[src/sv/fixed_partition_fit_allocator_macros.svh]
// Assertion macros for the fixed partition fit allocator.
// Expects clk_i and rst_ni in the scope of each use.
`ifndef FIXED_PARTITION_FIT_ALLOCATOR_MACROS_SVH
`define FIXED_PARTITION_FIT_ALLOCATOR_MACROS_SVH

// Same-cycle implication, disabled in reset.
`define FPFA_ASSERT_NOW(label, ante, cons, msg) \
  label: assert property (@(posedge clk_i) disable iff (!rst_ni) (ante) |-> (cons)) \
    else $error(msg);

// Next-cycle implication, disabled in reset.
`define FPFA_ASSERT_NEXT(label, ante, cons, msg) \
  label: assert property (@(posedge clk_i) disable iff (!rst_ni) (ante) |=> (cons)) \
    else $error(msg);

`endif

[src/sv/fpfa_pkg.sv]
// Shared types and constants of the fixed partition fit allocator.
// No dependencies.
`timescale 1ns / 1ps
`default_nettype none

package fpfa_pkg;

  localparam int MAX_BLOCKS_DEF  = 16;
  localparam int SIZE_BITS_DEF   = 16;

  localparam int IDX_W           = 4;
  localparam int FIELD_SIZE_W    = 16;
  localparam int CFG_DATA_W      = 5;

  localparam logic CFG_FIT_MODE    = 1'b0;
  localparam logic CFG_BLOCK_COUNT = 1'b1;

  localparam logic [CFG_DATA_W-1:0] BLOCK_COUNT_RST = 5'd16;

  localparam logic ACT_LOAD  = 1'b0;
  localparam logic ACT_ALLOC = 1'b1;

  typedef enum logic [1:0] {
    FIT_FIRST = 2'd0,
    FIT_BEST  = 2'd1,
    FIT_WORST = 2'd2
  } fit_mode_e;

  typedef enum logic [1:0] {
    ST_IDLE,
    ST_SCAN,
    ST_DEBIT
  } state_e;

  typedef struct packed {
    logic                    action;
    logic [IDX_W-1:0]        block_index;
    logic [FIELD_SIZE_W-1:0] load_size;
    logic [FIELD_SIZE_W-1:0] request_size;
  } alloc_in_t;

  typedef struct packed {
    logic                    granted;
    logic [IDX_W-1:0]        chosen_block;
    logic [FIELD_SIZE_W-1:0] space_before;
    logic [FIELD_SIZE_W-1:0] space_after;
  } alloc_out_t;

endpackage

`default_nettype wire

[src/sv/fpfa_ram.sv]
// Generic single-write, single-read RAM with registered read data.
// No dependencies.
`timescale 1ns / 1ps
`default_nettype none

module fpfa_ram #(
  parameter int WIDTH = 16,
  parameter int DEPTH = 16
) (
  input  wire logic                                  clk_i,
  input  wire logic                                  we_i,
  input  wire logic [(DEPTH > 1 ? $clog2(DEPTH) : 1)-1:0] waddr_i,
  input  wire logic [WIDTH-1:0]                      wdata_i,
  input  wire logic                                  re_i,
  input  wire logic [(DEPTH > 1 ? $clog2(DEPTH) : 1)-1:0] raddr_i,
  output      logic [WIDTH-1:0]                      rdata_o
);

  logic [WIDTH-1:0] mem_q [DEPTH];

  always_ff @(posedge clk_i) begin
    if (we_i) begin
      mem_q[waddr_i] <= wdata_i;
    end
  end

  always_ff @(posedge clk_i) begin
    if (re_i) begin
      rdata_o <= mem_q[raddr_i];
    end
  end

endmodule

`default_nettype wire

[src/sv/fixed_partition_fit_allocator.sv]
// Top level of the fixed partition fit allocator: free-space table and scan sequencer.
// Depends on fpfa_pkg, fpfa_ram and fixed_partition_fit_allocator_macros.svh.
//
// Usage:
//   Input: a transaction is taken at a rising edge with start_i high and busy_o low.
//   A load transaction writes one block's free space in that edge and returns
//   no result; busy_o stays low, so loads may follow every cycle.
//   An allocate transaction raises busy_o and scans blocks 0 .. limit-1 one per
//   cycle through the single read port of the free-space RAM, where limit is
//   block_count clamped to MAX_BLOCKS. One comparator pair tracks the best
//   block; first fit stops at the first hit. A debit cycle writes back the
//   chosen block and registers the result.
//   done_o rises once the scan and the debit cycle are through, sooner when first
//   fit hits early; when limit is zero the sequencer goes from idle straight to
//   the debit state. A new transaction is taken in the cycle of done_o.
//   Output: done_o marks out_o for exactly one cycle; the receiver cannot stall.
//   Configuration: cfg_we_i writes fit_mode or block_count; write only when idle.
//   Reset: fit_mode clears to first fit, block_count to 16; the table contents
//   are undefined until loaded.
`timescale 1ns / 1ps
`default_nettype none

`include "fixed_partition_fit_allocator_macros.svh"

module fixed_partition_fit_allocator #(
  parameter int MAX_BLOCKS = fpfa_pkg::MAX_BLOCKS_DEF,
  parameter int SIZE_BITS  = fpfa_pkg::SIZE_BITS_DEF
) (
  input  wire logic                                clk_i,
  input  wire logic                                rst_ni,
  input  wire logic                                cfg_we_i,
  input  wire logic                                cfg_idx_i,
  input  wire logic [fpfa_pkg::CFG_DATA_W-1:0]     cfg_data_i,
  input  wire logic                                start_i,
  input  wire fpfa_pkg::alloc_in_t                 in_i,
  output      logic                                busy_o,
  output      logic                                done_o,
  output      fpfa_pkg::alloc_out_t                out_o
);

  import fpfa_pkg::*;

  localparam int IW = (MAX_BLOCKS > 1) ? $clog2(MAX_BLOCKS) : 1;
  localparam int CW = $clog2(MAX_BLOCKS + 1);

  state_e                  state_q, state_d;
  logic [1:0]              fit_mode_q;
  logic [CFG_DATA_W-1:0]   block_count_q;
  logic [CW-1:0]           limit_q, limit_d;
  logic [CW-1:0]           addr_q, addr_d;
  logic                    cmp_v_q, cmp_v_d;
  logic [IW-1:0]           cmp_idx_q, cmp_idx_d;
  logic                    found_q, found_d;
  logic [IW-1:0]           pick_q, pick_d;
  logic [SIZE_BITS-1:0]    best_q, best_d;
  logic [SIZE_BITS-1:0]    req_q, req_d;
  logic                    done_q, done_d;
  alloc_out_t              out_q, out_d;

  logic                    accept;
  logic                    issue;
  logic                    is_best, is_worst;
  logic                    fits, take, last;
  logic [SIZE_BITS-1:0]    rd_data;
  logic [SIZE_BITS-1:0]    diff;
  logic [CW-1:0]           count_clamped;
  logic                    ram_we;
  logic [IW-1:0]           ram_waddr;
  logic [SIZE_BITS-1:0]    ram_wdata;

  assign accept   = start_i && (state_q == ST_IDLE);
  assign is_best  = (fit_mode_q == FIT_BEST);
  assign is_worst = (fit_mode_q == FIT_WORST);
  assign issue    = (state_q == ST_SCAN) && (addr_q < limit_q);
  assign diff     = best_q - req_q;

  assign count_clamped = (32'(block_count_q) > MAX_BLOCKS) ? CW'(MAX_BLOCKS)
                                                           : CW'(block_count_q);

  assign fits = (rd_data >= req_q);
  assign take = fits && (!found_q || (is_best && (rd_data < best_q))
                                  || (is_worst && (rd_data > best_q)));
  assign last = ((CW'(cmp_idx_q) + CW'(1)) == limit_q);

  fpfa_ram #(
    .WIDTH (SIZE_BITS),
    .DEPTH (MAX_BLOCKS)
  ) u_space_ram (
    .clk_i   (clk_i),
    .we_i    (ram_we),
    .waddr_i (ram_waddr),
    .wdata_i (ram_wdata),
    .re_i    (issue),
    .raddr_i (addr_q[IW-1:0]),
    .rdata_o (rd_data)
  );

  always_comb begin
    state_d   = state_q;
    limit_d   = limit_q;
    addr_d    = addr_q;
    cmp_v_d   = issue;
    cmp_idx_d = addr_q[IW-1:0];
    found_d   = found_q;
    pick_d    = pick_q;
    best_d    = best_q;
    req_d     = req_q;
    done_d    = 1'b0;
    out_d     = out_q;
    ram_we    = 1'b0;
    ram_waddr = pick_q;
    ram_wdata = diff;

    unique case (state_q)
      ST_IDLE: begin
        if (accept) begin
          if (in_i.action == ACT_LOAD) begin
            ram_we    = (32'(in_i.block_index) < MAX_BLOCKS);
            ram_waddr = IW'(in_i.block_index);
            ram_wdata = SIZE_BITS'(in_i.load_size);
          end else begin
            req_d   = SIZE_BITS'(in_i.request_size);
            limit_d = count_clamped;
            addr_d  = '0;
            found_d = 1'b0;
            state_d = (count_clamped == '0) ? ST_DEBIT : ST_SCAN;
          end
        end
      end
      ST_SCAN: begin
        if (issue) begin
          addr_d = addr_q + CW'(1);
        end
        if (cmp_v_q) begin
          if (take) begin
            found_d = 1'b1;
            pick_d  = cmp_idx_q;
            best_d  = rd_data;
          end
          if ((fits && !is_best && !is_worst) || last) begin
            state_d = ST_DEBIT;
          end
        end
      end
      ST_DEBIT: begin
        ram_we = found_q;
        done_d = 1'b1;
        out_d.granted      = found_q;
        out_d.chosen_block = found_q ? IDX_W'(pick_q) : '0;
        out_d.space_before = found_q ? FIELD_SIZE_W'(best_q) : '0;
        out_d.space_after  = found_q ? FIELD_SIZE_W'(diff) : '0;
        state_d = ST_IDLE;
      end
      default: begin
        state_d = ST_IDLE;
      end
    endcase
  end

  always_ff @(posedge clk_i or negedge rst_ni) begin
    if (!rst_ni) begin
      state_q       <= ST_IDLE;
      fit_mode_q    <= FIT_FIRST;
      block_count_q <= BLOCK_COUNT_RST;
      cmp_v_q       <= 1'b0;
      found_q       <= 1'b0;
      done_q        <= 1'b0;
      limit_q       <= '0;
      addr_q        <= '0;
    end else begin
      state_q <= state_d;
      cmp_v_q <= cmp_v_d;
      found_q <= found_d;
      done_q  <= done_d;
      limit_q <= limit_d;
      addr_q  <= addr_d;
      if (cfg_we_i) begin
        unique case (cfg_idx_i)
          CFG_FIT_MODE:    fit_mode_q    <= cfg_data_i[1:0];
          CFG_BLOCK_COUNT: block_count_q <= cfg_data_i;
          default:         fit_mode_q    <= fit_mode_q;
        endcase
      end
    end
  end

  always_ff @(posedge clk_i) begin
    cmp_idx_q <= cmp_idx_d;
    pick_q    <= pick_d;
    best_q    <= best_d;
    req_q     <= req_d;
    out_q     <= out_d;
  end

  assign busy_o = (state_q != ST_IDLE);
  assign done_o = done_q;
  assign out_o  = out_q;

  `FPFA_ASSERT_NEXT(a_debit_strobes, state_q == ST_DEBIT, done_q && (state_q == ST_IDLE), "debit cycle must end in one result strobe")
  `FPFA_ASSERT_NOW(a_pick_in_range, (state_q == ST_DEBIT) && found_q, CW'(pick_q) < limit_q, "chosen block outside scanned range")
  `FPFA_ASSERT_NOW(a_no_write_in_scan, state_q == ST_SCAN, !ram_we, "table written during scan")
  `FPFA_ASSERT_NEXT(a_alloc_goes_busy, accept && (in_i.action == ACT_ALLOC), busy_o, "allocate transaction did not start sequencer")

endmodule

`default_nettype wire
[config.mk]
export PLATFORM = sky130hd
export DESIGN_NAME = fixed_partition_fit_allocator
export DESIGN_NICKNAME = d
export VERILOG_FILES = /design/src/sv/fpfa_pkg.sv /design/src/sv/fpfa_ram.sv /design/src/sv/fixed_partition_fit_allocator.sv
export VERILOG_INCLUDE_DIRS = /design/src /design/src/sv
export SDC_FILE = /design/constraint.sdc
export NUM_CORES = 1
export LEC_CHECK = 0
export ABC_AREA = 1
export BUFFER_PORTS_ARGS = -buffer_cell sky130_fd_sc_hd__clkbuf_2
export CAP_MARGIN = 20
export CORE_ASPECT_RATIO = 1.75
export CORE_UTILIZATION = 55
export DETAILED_ROUTE_END_ITERATION = 10
export PLACE_DENSITY = 0.76
export SYNTH_ARGS = -nofsm -noshare
export SYNTH_HDL_FRONTEND = slang
export SYNTH_SLANG_ARGS = --single-unit
[constraint.sdc]
create_clock -name clk_i -period 4 [get_ports clk_i]
set_clock_uncertainty 0.05 [all_clocks]
set_input_delay 0.2 -clock clk_i [delete_from_list [all_inputs] [get_ports clk_i]]
set_output_delay 0.2 -clock clk_i [all_outputs]
set_load 0.01 [all_outputs]
==> flow_summary.html, run 1 <==
<table>
<tr><th>Metric</th><th>Value</th></tr>
<tr><th colspan="2">Setup path</th></tr>
<tr><td>Max FO, Critical Path</td><td>20</td></tr>
<tr><td>Reg-to-reg setup timing slack</td><td>1140 ps</td></tr>
<tr><td>Count of cells along the worst register-to-register path</td><td>9</td></tr>
<tr><td>Required time of the worst setup path</td><td>4150 ps</td></tr>
<tr><td>Nature of the critical path startpoint</td><td>register</td></tr>
<tr><td>Category of the worst setup path capture point</td><td>register</td></tr>
<tr><td>End of the worst register-to-register path</td><td>best_q[7]</td></tr>
<tr><td>Critical path class</td><td>register to register</td></tr>
<tr><td>Reg2Reg Launch Point</td><td>best_q[15]</td></tr>
<tr><td>Arrival @ worst endpoint</td><td>3010 ps</td></tr>
<tr><th colspan="2">Clock tree</th></tr>
<tr><td>Setup fix buffers added after clock tree synthesis</td><td>0</td></tr>
<tr><td>Cell chosen for the clock root</td><td>sky130_fd_sc_hd__clkbuf_16</td></tr>
<tr><td>Maximum level of the CTS H-tree</td><td>1</td></tr>
<tr><td>Clock latency of the later-clocked register in the worst-skew pair</td><td>590 ps</td></tr>
<tr><td>Clock Pin Slew Worst Setup and Hold Paths</td><td>70 ps</td></tr>
<tr><td>Number of clock sinks seen by CTS</td><td>371</td></tr>
<tr><td>Hold Buf Count CTS</td><td>24</td></tr>
<tr><td>CTS tree</td><td>done</td></tr>
<tr><td>Clock buffer depth</td><td>3</td></tr>
<tr><td>Number of buffers created by CTS</td><td>31</td></tr>
<tr><td>Number of gates resized after CTS</td><td>0</td></tr>
<tr><th colspan="2">Global route</th></tr>
<tr><td>Number of antenna violations at the first check in global routing</td><td>0</td></tr>
<tr><td>Largest net degree at the start of global routing</td><td>132</td></tr>
<tr><td>All-Layer GR Usage</td><td>0.266</td></tr>
<tr><td>Overflow left after global routing</td><td>0</td></tr>
<tr><td>Global-route wire length before repair</td><td>57900 um</td></tr>
<tr><td>Via count of the first global-routing pass</td><td>10837</td></tr>
<tr><th colspan="2">Final layout</th></tr>
<tr><td>Layout Utilization</td><td>0.636</td></tr>
<tr><td>Top library cells by usage in the layout, fill and taps aside</td><td>sky130_fd_sc_hd__edfxtp_1 (345), sky130_fd_sc_hd__nor2_1 (187), sky130_fd_sc_hd__nand2_1 (167), sky130_fd_sc_hd__o21ai_0 (159), sky130_fd_sc_hd__inv_1 (116)</td></tr>
<tr><td>Fill cell count</td><td>2076</td></tr>
<tr><td>Number of nets in the layout</td><td>1560</td></tr>
<tr><td>Final antenna diode count</td><td>0</td></tr>
<tr><td>Final standard cell count with taps included and fillers excluded</td><td>1860</td></tr>
<tr><td>Post-route standard cell area excluding fillers</td><td>0.0181 sq mm</td></tr>
<tr><td>Commonest non-fill, non-tap cell in the layout</td><td>sky130_fd_sc_hd__edfxtp_1</td></tr>
<tr><td>Area grow syn2layout</td><td>13.9%</td></tr>
<tr><td>Layout cells sized above 1</td><td>0.129</td></tr>
<tr><th colspan="2">Drt</th></tr>
<tr><td>Number of nets still failing antenna checks after routing</td><td>0</td></tr>
<tr><td>WL met2</td><td>20500 um</td></tr>
<tr><td>Total number of vias</td><td>10771</td></tr>
<tr><td>Post-detailed-route wirelength per cell</td><td>20.9 um</td></tr>
<tr><td>First-pass iteration count of the detailed router</td><td>7</td></tr>
<tr><td>Post-route met1 wirelength</td><td>13500 um</td></tr>
<tr><td>Met3 wirelength from detailed routing</td><td>2400 um</td></tr>
<tr><td>Total Wirelength</td><td>38900 um</td></tr>
<tr><td>Vias per cell</td><td>5.79</td></tr>
<tr><td>Number of remaining DRC errors</td><td>0</td></tr>
<tr><td>Highest signal layer in the routed design</td><td>met4</td></tr>
<tr><td>Number of DRC violations after detailed-routing iteration 0</td><td>1011</td></tr>
<tr><th colspan="2">Synthesis</th></tr>
<tr><td>Dominant cell type by area after synthesis</td><td>sky130_fd_sc_hd__edfxtp_1</td></tr>
<tr><td>Proportion of synthesized flip-flops having asynchronous set or reset</td><td>0.0593</td></tr>
<tr><td>Synthesized netlist net count</td><td>1435</td></tr>
<tr><td>Share of synthesized area occupied by flip-flops and latches</td><td>0.690</td></tr>
<tr><td>Flip-flop and latch count after synthesis</td><td>371</td></tr>
<tr><td>Cell types occupying the most area after synthesis</td><td>sky130_fd_sc_hd__edfxtp_1 (65%), sky130_fd_sc_hd__o21ai_0 (5.0%), sky130_fd_sc_hd__nor2_1 (4.4%), sky130_fd_sc_hd__ha_1 (4.2%), sky130_fd_sc_hd__nand2_1 (3.9%)</td></tr>
<tr><td>Fraction of synthesized cell area taken by the top area cell type</td><td>0.651</td></tr>
<tr><td>Post-Syn Area</td><td>0.0159 sq mm</td></tr>
<tr><td>Warnings, synthesis</td><td>0</td></tr>
<tr><td>Syn Area/Cell</td><td>11.9 sq um</td></tr>
<tr><td>EDFF count, synth</td><td>345</td></tr>
<tr><td>Number of unique standard cell types used by synthesis</td><td>48</td></tr>
<tr><td>Number of instances in the synthesized netlist</td><td>1334</td></tr>
<tr><td>Synth Flop Type</td><td>sky130_fd_sc_hd__edfxtp_1</td></tr>
<tr><th colspan="2">Placement</th></tr>
<tr><td>Port Buffer Count</td><td>85</td></tr>
<tr><td>Placed instance area</td><td>0.0169 sq mm</td></tr>
<tr><td>Final weighted congestion of routability-driven global placement</td><td>0.992</td></tr>
<tr><td>Post-DP HPWL</td><td>24900 um</td></tr>
<tr><td>Placed cell count</td><td>1779</td></tr>
<tr><th colspan="2">Die</th></tr>
<tr><td>Y dimension of the die</td><td>227 um</td></tr>
<tr><td>I/O pin count</td><td>86</td></tr>
<tr><td>Area of the core</td><td>0.0285 sq mm</td></tr>
<tr><td>Starting Density</td><td>0.558</td></tr>
<tr><td>Total die area</td><td>0.0297 sq mm</td></tr>
<tr><td>Floorplan row count</td><td>82</td></tr>
<tr><td>Horizontal die dimension</td><td>131 um</td></tr>
<tr><th colspan="2">Worst hold path</th></tr>
<tr><td>Hold-critical path endpoint</td><td>block_count_q[3]</td></tr>
<tr><td>Critical hold path startpoint</td><td>cfg_idx_i</td></tr>
<tr><td>Cell depth of the worst hold path</td><td>3</td></tr>
<tr><td>Class of the tightest hold or removal check</td><td>primary input to register</td></tr>
<tr><th colspan="2">STA</th></tr>
<tr><td>Final hold viol count</td><td>0</td></tr>
<tr><td>Final worst path period share</td><td>0.716</td></tr>
<tr><td>Worst Max-Slew Pin Slew</td><td>932 ps</td></tr>
<tr><td>Total negative slack for setup checks</td><td>0 ps</td></tr>
<tr><td>Final Slew Violations</td><td>0</td></tr>
<tr><td>Final critical delay including setup and external delays</td><td>2860 ps</td></tr>
<tr><td>Final setup viols</td><td>0</td></tr>
<tr><td>Highest attainable clock frequency</td><td>349 MHz</td></tr>
<tr><td>Worst relative slew slack</td><td>0.378</td></tr>
<tr><td>Setup repair after global routing missed its margin</td><td>false</td></tr>
<tr><th colspan="2">Power</th></tr>
<tr><td>Total leakage power</td><td>7.00 nW</td></tr>
<tr><td>Worst-case vdd ir drop</td><td>0.000403 V</td></tr>
<tr><td>Power density normalized to cell area</td><td>657 mW/mm^2</td></tr>
<tr><th colspan="2">Outcome</th></tr>
<tr><td>Run status</td><td>completed</td></tr>
<tr><th colspan="2">Job</th></tr>
<tr><td>Max-capacitance violation count</td><td>0</td></tr>
</table>
-- stage by stage --
step                hold WS, ps  worst slack [ps]  total power, mW
floorplan                  -146               278             7.65
detailed placement          166              1120             8.91
global placement            151              1250             8.76
CTS                        19.8              1090             11.9
global route               73.9               910             12.5
finish                     47.6              1140             11.9
-- logic make-up (layout without fill, tap and decap cells) --
family                   after synthesis  in the layout  synth area share
flip-flops                           371            371             0.690
buffers and inverters                179            327            0.0434
XOR/XNOR                              17             17           0.00935
multiplexers                           2              2           0.00212
AO/OA/AOI/OAI                        281            281             0.101
AND/OR/NAND/NOR                      430            430             0.111
adder cells (fa/ha/maj)               54             54            0.0429
-- metal layers --
layer | vias to the layer above | global-route usage
met5 | - | 0
met4 | 0 | 0.180
met3 | 141 | 0.0353
met2 | 479 | 0.480
met1 | 5187 | 0.285
li1 | 4964 | -
-- worst max path at each step --
stage                                  startpoint                        end  slack (ps)  cells past startpoint
after floorplan                        state_q[0]    u_space_ram.mem_q[0][0]         280                      5
after detailed placement                best_q[2]  u_space_ram.mem_q[10][13]        1120                      8
final                                  best_q[15]                  best_q[7]        1140                      9
after global placement    u_space_ram.rdata_o[15]                 best_q[11]        1250                     11
after global routing      u_space_ram.rdata_o[15]                  best_q[7]         910                     11
after CTS                               best_q[2]  u_space_ram.mem_q[11][13]        1090                      8
-- cells in the mapped netlist, types with 2 or more instances --
cell,n
sky130_fd_sc_hd__edfxtp_1,345
sky130_fd_sc_hd__nor2_1,188
sky130_fd_sc_hd__nand2_1,167
sky130_fd_sc_hd__o21ai_0,159
sky130_fd_sc_hd__inv_1,116
sky130_fd_sc_hd__ha_1,53
sky130_fd_sc_hd__nand3_1,50
sky130_fd_sc_hd__clkbuf_1,43
sky130_fd_sc_hd__o22ai_1,41
sky130_fd_sc_hd__a21oi_1,29
sky130_fd_sc_hd__o221ai_1,25
sky130_fd_sc_hd__dfrtp_1,21
sky130_fd_sc_hd__buf_2,10
sky130_fd_sc_hd__xor2_1,10
sky130_fd_sc_hd__o211ai_1,7
sky130_fd_sc_hd__xnor2_1,7
sky130_fd_sc_hd__inv_2,5
sky130_fd_sc_hd__o21ai_1,5
sky130_fd_sc_hd__dfxtp_1,4
sky130_fd_sc_hd__nor3_1,4
sky130_fd_sc_hd__a21o_1,3
sky130_fd_sc_hd__nand3b_1,3
sky130_fd_sc_hd__nand4_1,3
sky130_fd_sc_hd__o21bai_1,3
sky130_fd_sc_hd__or2_1,3
sky130_fd_sc_hd__buf_1,2
sky130_fd_sc_hd__clkinv_1,2
sky130_fd_sc_hd__nand2_2,2
sky130_fd_sc_hd__nor2_2,2
sky130_fd_sc_hd__nor2_4,2
sky130_fd_sc_hd__o21ai_2,2
sky130_fd_sc_hd__or2_2,2
-- worst max-delay path, cell delays in order, from the launching register on --
cell	delay (ps)
sky130_fd_sc_hd__edfxtp_1	400
sky130_fd_sc_hd__inv_1	70
sky130_fd_sc_hd__ha_1	300
sky130_fd_sc_hd__a21oi_1	160
sky130_fd_sc_hd__o21ai_0	100
sky130_fd_sc_hd__nor2_1	370
sky130_fd_sc_hd__nand3_1	130
sky130_fd_sc_hd__nand3_1	120
sky130_fd_sc_hd__nand3_1	90
sky130_fd_sc_hd__inv_1	690
-- state kept, by name, indices dropped and copies added, names as in the netlist --
signal,count
addr_q,5
best_q,16
block_count_q,5
cmp_idx_q,4
cmp_v_q,1
done_o,1
fit_mode_q,2
found_q,1
limit_q,5
out_o,37
pick_q,4
req_q,16
state_q,2
u_space_ram.mem_q,256
u_space_ram.rdata_o,16
-- power breakdown --
group	switching, mW	internal, mW
clock	1.36	1.62
combinational	2.41	1.06
sequential	0.300	5.16
total	4.07	7.84
-- area by class of cell --
class                           count  area, sq um  area share
Multi-Input combinational cell    784         4250       0.234
Clock inverter                     19          185      0.0102
Sequential cell                   371        11000       0.606
Timing Repair Buffer              148          971      0.0535
Tap cell                          378          473      0.0261
Inverter                          123          463      0.0255
Clock buffer                       37          798      0.0440
Power figures use the tool's default switching activity.
==> run 2, diff against run 1 <==
Settings changed: CORE_UTILIZATION 55 to 58.
Clock period 4 ns to 2.7 ns, I/O delays scaled along.
==> flow_summary.html, run 2 (synthesized netlist as in run 1, its figures left out) <==
<table>
<tr><th>Metric</th><th>Value</th></tr>
<tr><th colspan="2">STA</th></tr>
<tr><td>Final worst path period share</td><td>0.964 (+0.248)</td></tr>
<tr><td>Final critical delay including setup and external delays</td><td>2600 ps (-263 ps)</td></tr>
<tr><td>Fin worst setup slack</td><td>97.7 ps (-1040 ps)</td></tr>
<tr><td>Worst Max-Slew Pin Slew</td><td>659 ps (-273 ps)</td></tr>
<tr><td>Setup repair after global routing missed its margin</td><td>false</td></tr>
<tr><td>Final setup viols</td><td>0 (unchanged)</td></tr>
<tr><td>Final Slew Violations</td><td>0 (unchanged)</td></tr>
<tr><td>Final hold viol count</td><td>0 (unchanged)</td></tr>
<tr><td>Total negative slack for setup checks</td><td>0 ps (unchanged)</td></tr>
<tr><td>Highest attainable clock frequency</td><td>384 MHz (+10%)</td></tr>
<tr><td>Worst relative slew slack</td><td>0.560 (+0.182)</td></tr>
<tr><td>Final worst hold slack</td><td>31.1 ps (-16.5 ps)</td></tr>
<tr><th colspan="2">Global route</th></tr>
<tr><td>Global-route wire length before repair</td><td>57000 um (-1.5%)</td></tr>
<tr><td>Global routing met2 resource utilization</td><td>0.505 (+0.0254)</td></tr>
<tr><td>Overflow left after global routing</td><td>0 (unchanged)</td></tr>
<tr><td>Via count of the first global-routing pass</td><td>10700 (-1.3%)</td></tr>
<tr><td>Global-route track usage on met1</td><td>0.308 (+0.0227)</td></tr>
<tr><td>Largest net degree at the start of global routing</td><td>131 (-0.76%)</td></tr>
<tr><td>Routing usage on met3</td><td>0.0264 (-0.00890)</td></tr>
<tr><td>Most used routing layer in global routing</td><td>met2</td></tr>
<tr><td>All-Layer GR Usage</td><td>0.272 (+0.00585)</td></tr>
<tr><td>Number of antenna violations at the first check in global routing</td><td>0 (unchanged)</td></tr>
<tr><th colspan="2">Drt</th></tr>
<tr><td>First-pass iteration count of the detailed router</td><td>5 (-2)</td></tr>
<tr><td>Number of remaining DRC errors</td><td>0 (unchanged)</td></tr>
<tr><td>Total Wirelength</td><td>37800 um (-2.8%)</td></tr>
<tr><td>Number of DRC violations after detailed-routing iteration 0</td><td>977 (-3.4%)</td></tr>
<tr><td>Total number of vias</td><td>10840 (+0.64%)</td></tr>
<tr><td>Number of nets still failing antenna checks after routing</td><td>0 (unchanged)</td></tr>
<tr><td>Vias per cell</td><td>5.76 (-0.54%)</td></tr>
<tr><td>Post-detailed-route wirelength per cell</td><td>20.1 um (-3.9%)</td></tr>
<tr><th colspan="2">Power</th></tr>
<tr><td>Sequential cell fraction of total power</td><td>0.445 (-0.013)</td></tr>
<tr><td>Clock share of power</td><td>0.256 (+0.006)</td></tr>
<tr><td>Net switching component of the power</td><td>5.96 mW (+46%)</td></tr>
<tr><td>Overall power of the completed layout</td><td>18.0 mW (+51%)</td></tr>
<tr><td>Power Internal</td><td>12.0 mW (+53%)</td></tr>
<tr><td>Comb power frac</td><td>0.299 (+0.008)</td></tr>
<tr><td>Switching part of the total power</td><td>0.332 (-0.0101)</td></tr>
<tr><td>Power density normalized to cell area</td><td>968 mW/mm^2 (+47%)</td></tr>
<tr><td>Total leakage power</td><td>7.22 nW (+3.1%)</td></tr>
<tr><td>Worst-case vdd ir drop</td><td>0.000597 V (+48%)</td></tr>
<tr><th colspan="2">Setup path</th></tr>
<tr><td>Critical path class</td><td>register to register</td></tr>
<tr><td>Category of the worst setup path capture point</td><td>register</td></tr>
<tr><td>Required time of the worst setup path</td><td>2940 ps (-1210 ps)</td></tr>
<tr><td>Count of cells along the worst register-to-register path</td><td>10 (+1)</td></tr>
<tr><td>Max FO, Critical Path</td><td>8 (-60%)</td></tr>
<tr><td>Arrival @ worst endpoint</td><td>2850 ps (-160 ps)</td></tr>
<tr><td>Nature of the critical path startpoint</td><td>register</td></tr>
<tr><th colspan="2">Worst hold path</th></tr>
<tr><td>Cell depth of the worst hold path</td><td>3 (unchanged)</td></tr>
<tr><td>Class of the tightest hold or removal check</td><td>primary input to register</td></tr>
<tr><th colspan="2">Die</th></tr>
<tr><td>I/O pin count</td><td>86 (unchanged)</td></tr>
<tr><td>Y dimension of the die</td><td>221 um (-2.6%)</td></tr>
<tr><td>Area of the core</td><td>0.0268 sq mm (-6.1%)</td></tr>
<tr><td>Horizontal die dimension</td><td>127 um (-2.6%)</td></tr>
<tr><td>Floorplan row count</td><td>79 (-3.7%)</td></tr>
<tr><td>Starting Density</td><td>0.595 (+0.0362)</td></tr>
<tr><td>Total die area</td><td>0.0282 sq mm (-5.1%)</td></tr>
<tr><th colspan="2">Placement</th></tr>
<tr><td>Placed cell count</td><td>1794 (+0.84%)</td></tr>
<tr><td>Worst Setup Slack post-DPL</td><td>-92.6 ps (-1210 ps)</td></tr>
<tr><td>Post-DP HPWL</td><td>24900 um (-0.30%)</td></tr>
<tr><td>Placed instance area</td><td>0.0172 sq mm (+1.5%)</td></tr>
<tr><td>Port Buffer Count</td><td>85 (unchanged)</td></tr>
<tr><td>Final weighted congestion of routability-driven global placement</td><td>0.971 (-2.2%)</td></tr>
<tr><th colspan="2">Final layout</th></tr>
<tr><td>Layout cells sized above 1</td><td>0.155 (+0.0266)</td></tr>
<tr><td>Top reg by flops</td><td>u_space_ram.mem_q</td></tr>
<tr><td>Final antenna diode count</td><td>0 (unchanged)</td></tr>
<tr><td>Number of nets in the layout</td><td>1597 (+2.4%)</td></tr>
<tr><td>Largest register FFs</td><td>256 (unchanged)</td></tr>
<tr><td>Post-route standard cell area excluding fillers</td><td>0.0185 sq mm (+2.3%)</td></tr>
<tr><td>Final standard cell count with taps included and fillers excluded</td><td>1882 (+1.2%)</td></tr>
<tr><td>Area grow syn2layout</td><td>16.5%</td></tr>
<tr><td>Top library cells by usage in the layout, fill and taps aside</td><td>sky130_fd_sc_hd__edfxtp_1 (345), sky130_fd_sc_hd__nor2_1 (179), sky130_fd_sc_hd__nand2_1 (164), sky130_fd_sc_hd__o21ai_0 (158), sky130_fd_sc_hd__inv_1 (114)</td></tr>
<tr><td>Layout Utilization</td><td>0.692 (+0.0567)</td></tr>
<tr><td>Commonest non-fill, non-tap cell in the layout</td><td>sky130_fd_sc_hd__edfxtp_1</td></tr>
<tr><td>Fill cell count</td><td>1801 (-13%)</td></tr>
<tr><th colspan="2">Outcome</th></tr>
<tr><td>Run status</td><td>completed</td></tr>
<tr><th colspan="2">Clock tree</th></tr>
<tr><td>Clock buffer depth</td><td>3 (unchanged)</td></tr>
<tr><td>Cell chosen for the clock root</td><td>sky130_fd_sc_hd__clkbuf_16</td></tr>
<tr><td>Number of clock sinks seen by CTS</td><td>371 (unchanged)</td></tr>
<tr><td>Clock latency of the later-clocked register in the worst-skew pair</td><td>580 ps (about the same)</td></tr>
<tr><td>Maximum level of the CTS H-tree</td><td>1 (unchanged)</td></tr>
<tr><td>CTS tree</td><td>done</td></tr>
<tr><td>Setup fix buffers added after clock tree synthesis</td><td>0 (unchanged)</td></tr>
<tr><td>Number of buffers created by CTS</td><td>30 (-3.2%)</td></tr>
<tr><td>Clock Pin Slew Worst Setup and Hold Paths</td><td>60 ps (about the same)</td></tr>
<tr><th colspan="2">Job</th></tr>
<tr><td>Max-capacitance violation count</td><td>0 (unchanged)</td></tr>
</table>
-- run 2: cell count changes in the layout (fill, tap and decap cells not counted), moves of 3 or more --
cell	before	now
sky130_fd_sc_hd__buf_4	38	64
sky130_fd_sc_hd__nor2_1	187	179
sky130_fd_sc_hd__nor2_2	2	10
sky130_fd_sc_hd__dlygate4sd3_1	24	31
sky130_fd_sc_hd__buf_12	1	4
sky130_fd_sc_hd__bufinv_16	3	6
sky130_fd_sc_hd__nand2_1	167	164
sky130_fd_sc_hd__nand2_2	2	5
-- run 2: repair_timing --
| item | CTS | global route |
|---|---|---|
| gates cloned | 0 | 2 |
| resized for setup | 1 | 10 |
| hold buffers | 30 | 1 |
| endpoints found under the setup margin | 16 | 48 |
| endpoints found under the hold margin | 45 | 7 |
-- run 2: path summary, 6_finish.rpt --
kind / start / end / slack (ps)
max reg2reg: best_q[3] / u_space_ram.mem_q[15][14] / 100
max in group asynchronous: rst_ni / addr_q[0] / 2140
min in group asynchronous: rst_ni / block_count_q[2] / 40
min: cfg_idx_i / block_count_q[0] / 30
min reg2reg: u_space_ram.rdata_o[0] / best_q[0] / 430
max: best_q[3] / u_space_ram.mem_q[15][14] / 100
-- run 2: power by group through the flow --
stage / sequential, mW / clock (mW) / combinational [mW]
finish: 7.99 / 4.60 / 5.37
global route: 8.04 / 4.83 / 5.92
CTS: 7.99 / 4.62 / 5.27
detailed placement: 8.11 / 0 / 5.18
global placement: 8.08 / 0 / 5.02
floorplan: 8.06 / 0 / 3.27
-- run 2: routing by layer --
metal,up-vias,wire (um)
li1,5041,-
met3,100,2420
met1,5205,13200
met2,494,20600
met5,-,0
met4,0,1630
-- run 2: final cells by class --
class / count / area [sq um] / share of cell area
flip-flops and latches: 371 / 11000 / 0.593
inverters: 123 / 467 / 0.0252
repair inverters: 2 / 15.0 / 0.000809
well taps: 364 / 455 / 0.0246
repair buffers: 184 / 1300 / 0.0699
clock inverters: 16 / 230 / 0.0124
clock buffers: 38 / 802 / 0.0432
multi-input cells: 784 / 4290 / 0.231
-- run 2: critical path: stages (launching register included) --
cell and delay, ps:
sky130_fd_sc_hd__edfxtp_1 430, sky130_fd_sc_hd__ha_1 370, sky130_fd_sc_hd__a21oi_1 230, sky130_fd_sc_hd__o21ai_0 130
sky130_fd_sc_hd__nand2_1 80, sky130_fd_sc_hd__nand3_1 170, sky130_fd_sc_hd__a21oi_2 220, sky130_fd_sc_hd__xor2_1 220
sky130_fd_sc_hd__nand2_1 90, sky130_fd_sc_hd__nand2_2 160, sky130_fd_sc_hd__clkinvlp_4 180
